## src/design/bfer_pkg.sv

```systemverilog
// ----------------------------------------------------------------------------
// bfer_pkg
// Shared widths, register indexes, defaults and divider request types of the
// clamp-to-edge box filter.
// ----------------------------------------------------------------------------
package bfer_pkg;

   localparam int SAMPLE_W  = 16;
   localparam int HM_W      = 24;   // horizontal mean, 8 fraction bits
   localparam int DIV_W     = 32;
   localparam int DEN_W     = 16;

   localparam int CFG_W     = 11;
   localparam int CFG_IDX_W = 2;

   localparam logic [CFG_IDX_W-1:0] REG_IMAGE_COLS = 2'd0;
   localparam logic [CFG_IDX_W-1:0] REG_IMAGE_ROWS = 2'd1;
   localparam logic [CFG_IDX_W-1:0] REG_HALF_WIN_X = 2'd2;
   localparam logic [CFG_IDX_W-1:0] REG_HALF_WIN_Y = 2'd3;

   localparam logic [CFG_W-1:0] RST_IMAGE_COLS = 11'd1024;
   localparam logic [CFG_W-1:0] RST_IMAGE_ROWS = 11'd1024;
   localparam logic [CFG_W-1:0] RST_HALF_WIN_X = 11'd1;
   localparam logic [CFG_W-1:0] RST_HALF_WIN_Y = 11'd1;

   localparam int DEF_MAX_COLS       = 1024;
   localparam int DEF_MAX_ROWS       = 1024;
   localparam int DEF_MAX_HALF_WIN_X = 16;
   localparam int DEF_MAX_HALF_WIN_Y = 16;

   localparam logic REQ_PIXEL = 1'b0;
   localparam logic REQ_DRAIN = 1'b1;

   localparam logic signed [DIV_W-1:0] SAT_HI = DIV_W'(2**(SAMPLE_W-1) - 1);
   localparam logic signed [DIV_W-1:0] SAT_LO = -SAT_HI - DIV_W'(1);

   typedef struct packed {
      logic             start;
      logic             neg;
      logic [DIV_W-1:0] mag;
      logic [DEN_W-1:0] den;
   } div_req_type;

   typedef struct packed {
      logic                    done;
      logic signed [DIV_W-1:0] quo;
   } div_rsp_type;

endpackage

```

## src/design/bfer_div.sv

```systemverilog
// ----------------------------------------------------------------------------
// bfer_div
// Radix-2 restoring divider, rounds to nearest with ties away from zero.
// ----------------------------------------------------------------------------
module bfer_div (
   input  logic                 clock,
   input  logic                 reset,
   input  bfer_pkg::div_req_type req,
   output bfer_pkg::div_rsp_type rsp
);

   localparam int DIV_W = bfer_pkg::DIV_W;
   localparam int DEN_W = bfer_pkg::DEN_W;
   localparam int CNT_W = $clog2(DIV_W + 1);

   logic             busy_ff, busy_in;
   logic             done_ff, done_in;
   logic [CNT_W-1:0] cnt_ff, cnt_in;
   logic [DIV_W-1:0] quo_ff, quo_in;
   logic [DEN_W-1:0] rem_ff, rem_in;
   logic [DEN_W-1:0] den_ff, den_in;
   logic             neg_ff, neg_in;
   logic [DEN_W:0]   trial;
   logic [DEN_W:0]   diff;
   logic             ge;

   always_comb begin
      trial   = {rem_ff, quo_ff[DIV_W-1]};
      diff    = trial - {1'b0, den_ff};
      ge      = trial >= {1'b0, den_ff};
      busy_in = busy_ff;
      done_in = 1'b0;
      cnt_in  = cnt_ff;
      quo_in  = quo_ff;
      rem_in  = rem_ff;
      den_in  = den_ff;
      neg_in  = neg_ff;
      if (req.start) begin
         busy_in = 1'b1;
         cnt_in  = CNT_W'(DIV_W);
         quo_in  = req.mag + DIV_W'(req.den >> 1);
         rem_in  = '0;
         den_in  = req.den;
         neg_in  = req.neg;
      end else if (busy_ff) begin
         quo_in = {quo_ff[DIV_W-2:0], ge};
         rem_in = ge ? diff[DEN_W-1:0] : trial[DEN_W-1:0];
         cnt_in = cnt_ff - CNT_W'(1);
         if (cnt_ff == CNT_W'(1)) begin
            busy_in = 1'b0;
            done_in = 1'b1;
         end
      end
   end

   always_ff @(posedge clock) begin
      if (reset) begin
         busy_ff <= 1'b0;
         done_ff <= 1'b0;
      end else begin
         busy_ff <= busy_in;
         done_ff <= done_in;
      end
   end

   always_ff @(posedge clock) begin
      cnt_ff <= cnt_in;
      quo_ff <= quo_in;
      rem_ff <= rem_in;
      den_ff <= den_in;
      neg_ff <= neg_in;
   end

   assign rsp.done = done_ff;
   assign rsp.quo  = neg_ff ? -$signed(quo_ff) : $signed(quo_ff);

endmodule

```

## config.mk

```make
export PLATFORM = sky130hd
export DESIGN_NAME = bfer_div
export DESIGN_NICKNAME = d
export VERILOG_FILES = /design/src/design/bfer_pkg.sv /design/src/design/bfer_div.sv
export SDC_FILE = /design/constraint.sdc
export NUM_CORES = 1
export LEC_CHECK = 0
export BUFFER_PORTS_ARGS = -buffer_cell sky130_fd_sc_hd__buf_2
export CORE_MARGIN = 5
export CORE_UTILIZATION = 47
export DETAILED_ROUTE_END_ITERATION = 8
export MAX_ROUTING_LAYER = met4
export PLACE_DENSITY = 0.68
export SYNTH_ARGS = -nofsm -noshare
export SYNTH_HDL_FRONTEND = slang
export SYNTH_SLANG_ARGS = --single-unit
```

## constraint.sdc

```tcl
create_clock -name clock -period 2.9 [get_ports clock]
set_input_delay 0.29 -clock clock [delete_from_list [all_inputs] [get_ports clock]]
set_output_delay 0.29 -clock clock [all_outputs]
set_load 0.03 [all_outputs]
```

==> run_results.csv <==
group,metric,value,unit
yosys,ys_warn_count,0,
worst_setup_path,reg2reg_depth,8,
detailed_routing,num_vias,5563,
worst_setup_path,cp-start-kind,"flop",
floorplan,num_rows,40,
cts,ctsLongestPathBuffers,2,
floorplan,initial_utilization,48.5,%
cts,cts-root-buf,"clkbuf_16",
yosys,synth.area.top_cells,"edfxtp_1 (25%), dfxtp_1 (8.2%), ha_1 (7.2%), xnor2_1 (6.9%), nand2_1 (3.3%)",
cts,tritoncts,"done",
yosys,ys_types,70,
place,port_buffers,84,
cts,cts_htree_levels,3,
floorplan,ios,85,
yosys,synth-edff-count,49,
worst_setup_path,r2r_end,"quo_ff[0]",
timing,final_max_slew_viol_count,0,
yosys,avgSynthCellArea,8.86,µm²
worst_setup_path,endpoint_kind,"output port",
cts,cts_made_buffers,9,
worst_setup_path,crit_required,2.61,ns
timing,finalClockSkew,0.0101,ns
place,hpwl,12100,µm
yosys,synth_top_flop_cell,"edfxtp_1",
detailed_routing,wl_per_cell,18.1,µm
worst_setup_path,reg2reg_from,"den_ff[7]",
global_route,first_global_vias,5384,
floorplan,dieArea,14800,µm²
layout,nets,832,
timing,period_needed,2.90,ns
worst_setup_path,cp_max_fo,5,
detailed_routing,drt-initial-drc-count,373,
cts,hold_buffers,0,
yosys,ys_async_sr_fraction,0,%
floorplan,fp.dieH,122,µm
place,gp_congestion,0.934,
power,power,3700,µW
yosys,syn-num-nets,751,
cts,worst_skew_pair.late_latency,0.34,ns
global_route,grt_usage,23.2,%
detailed_routing,vias_per_cell,6.07,
timing,timing.final.crit_share,99.9,%
yosys,ys_top_cells_by_count,"nand2_1 (52), edfxtp_1 (49), xnor2_1 (46)",
timing,grt_setup_unrepaired,"yes",
power,ir_drop,0.358,mV
power,p_leak,0.00279,µW
yosys,ys_ff_latch,73,
layout,area_delta_synth_final,16.7,%
worst_setup_path,worstPathArrival,2.61,ns
hold_path,hp-start,"req[48]",
timing,hold_violations,0,
timing,tightest_slew,0.776,ns
global_route,grt_max_degree,93,
yosys,synth_top_area_cell,"edfxtp_1",
global_route,antenna_found_initial,0,
place,dp.cells,895,
cts,clkTransAtPathRegs,0.06,ns
layout,layout-drive-gt1-share,19.9,%
yosys,yosysSeqAreaShare,33.2,%
global_route,grt_overflow,0,
yosys,yosysMostFrequentCell,"nand2_1",
run,drv_cap,0,
place,dp_slack,-0.0154,ns
floorplan,die_x,122,µm
yosys,synthDominantCellAreaShare,25.0,%
detailed_routing,first_pass_iters,5,
power,p_per_area,540,nW/µm²
yosys,syn_area,5880,µm²
layout,layout.cells.non_filler,917,
timing,setup_viol,0,
cts,clock_sinks,73,
yosys,synthCells,663,
worst_setup_path,worst-setup-path-type,"flop to output port",
hold_path,hold_class,"input port to flop",
layout,antenna_cells,0,
floorplan,core,12100,µm²
timing,fin_ws,0.00327,ns
worst_setup_path,ff2ff_setup_slack,0.42,ns
timing,fmax,345,MHz
global_route,grt_pass1_wl,26800,µm
detailed_routing,postRouteAntennaNets,0,
timing,slew_headroom,48.2,%
detailed_routing,finalWirelength,16600,µm
detailed_routing,drc_errors,0,
hold_path,whs_endpoint,"neg_ff",
hold_path,hold_path_depth,1,
run_status,outcome,"finished, final reports clean",
[cell families (layout without fill, tap and decap cells)]
logic type / count (synthesis) / count (layout) / synth area share, %
flops: 73 / 73 / 33.2
compound gates: 193 / 193 / 23.7
simple gates: 226 / 226 / 20.4
xor+xnor: 54 / 54 / 8.05
fa+ha+maj: 36 / 36 / 7.92
mux: 9 / 9 / 1.70
buf+inv: 72 / 158 / 5.00
[state kept, by name, indices dropped and copies added (netlist names)]
name,flops
quo_ff,32
den_ff,16
rem_ff,16
cnt_ff,6
busy_ff,1
done_ff,1
neg_ff,1
[metal layers]
metal / vias up / GRT usage, % / wire length (µm)
li1: 2696 / - / -
met1: 2626 / 31.6 / 7520
met2: 212 / 34.7 / 7510
met3: 29 / 4.69 / 1130
met4: 0 / 7.14 / 397
met5: - / - / 0
[cells in the final DEF (no fill, tap or decap), drive strengths merged, types with 3 or more instances in the layout]
master   instances
inv             34
buf            106
dfxtp           24
a311oi          10
a211oi           8
nand4           14
and4             4
xor2             8
nand2b           3
and3            13
nand3           37
nor2b            5
o211ai          10
nor3            19
nor2            40
a21boi           3
ha              34
clkinv           3
a21oi           30
o311a            4
edfxtp          49
o21bai           3
o21a            11
o31ai           15
o2bb2ai          7
or4              7
nand2           52
nor4             9
xnor2           46
o41ai            5
a21o            11
a31oi           15
o21ai           37
mux2             8
or3              9
a2111o           7
clkbuf          14
o2111ai          4
[worst max path at each step]
stage / from / slack (ns) / to / cells after the start
finish: quo_ff[10] / 0.003 / rsp[29] / 7
global route: quo_ff[10] / -0.10 / rsp[29] / 7
CTS: quo_ff[10] / 0.003 / rsp[29] / 7
detailed placement: req[1] / -0.02 / quo_ff[18] / 9
global placement: req[1] / 0.11 / quo_ff[18] / 9
floorplan: req[1] / 0.37 / quo_ff[18] / 8
[worst max-delay path, cell delays in order (launching register included)]
cell and delay, ns:
edfxtp_1 0.41, or4_4 0.58, or3_4 0.36, nor2_4 0.15, nand3_4 0.15, o41ai_4 0.26, xnor2_1 0.17, buf_4 0.19
[report_power, final]
part	switching, µW	total [µW]	internal, µW
Combinational	795	1310	512
Clock	436	1010	575
Sequential	126	1380	1250
Total	1360	3700	2340
[what timing repair did]
item | in CTS | in global routing
gates resized for setup | 4 | 16
setup buffers | 4 | 2
endpoints found under the setup margin | 7 | 12
pin swaps | 2 | 1
cloned | 0 | 0
endpoints found under the hold margin | 0 | 0
[per-stage QoR]
stage	TNS (ns)	hold slack, ns	util [%]	area [µm²]
floorplan	0	0.362	-	5880
detailed placement	-0.0169	0.468	53.6	6490
global placement	0	0.465	53.6	6490
finish	0	0.117	56.6	6850
global route	-0.448	0.102	56.6	6850
CTS	0	0.110	56.1	6790
[area by class of cell]
class,count,area (µm²)
Fill cell,1126,5260
Inverter,34,128
Multi-Input combinational cell,518,3670
Clock buffer,12,236
Sequential cell,73,1950
Clock inverter,4,22.5
Tap cell,168,210
Timing Repair Buffer,108,633
(Power assumes the default switching activity.)
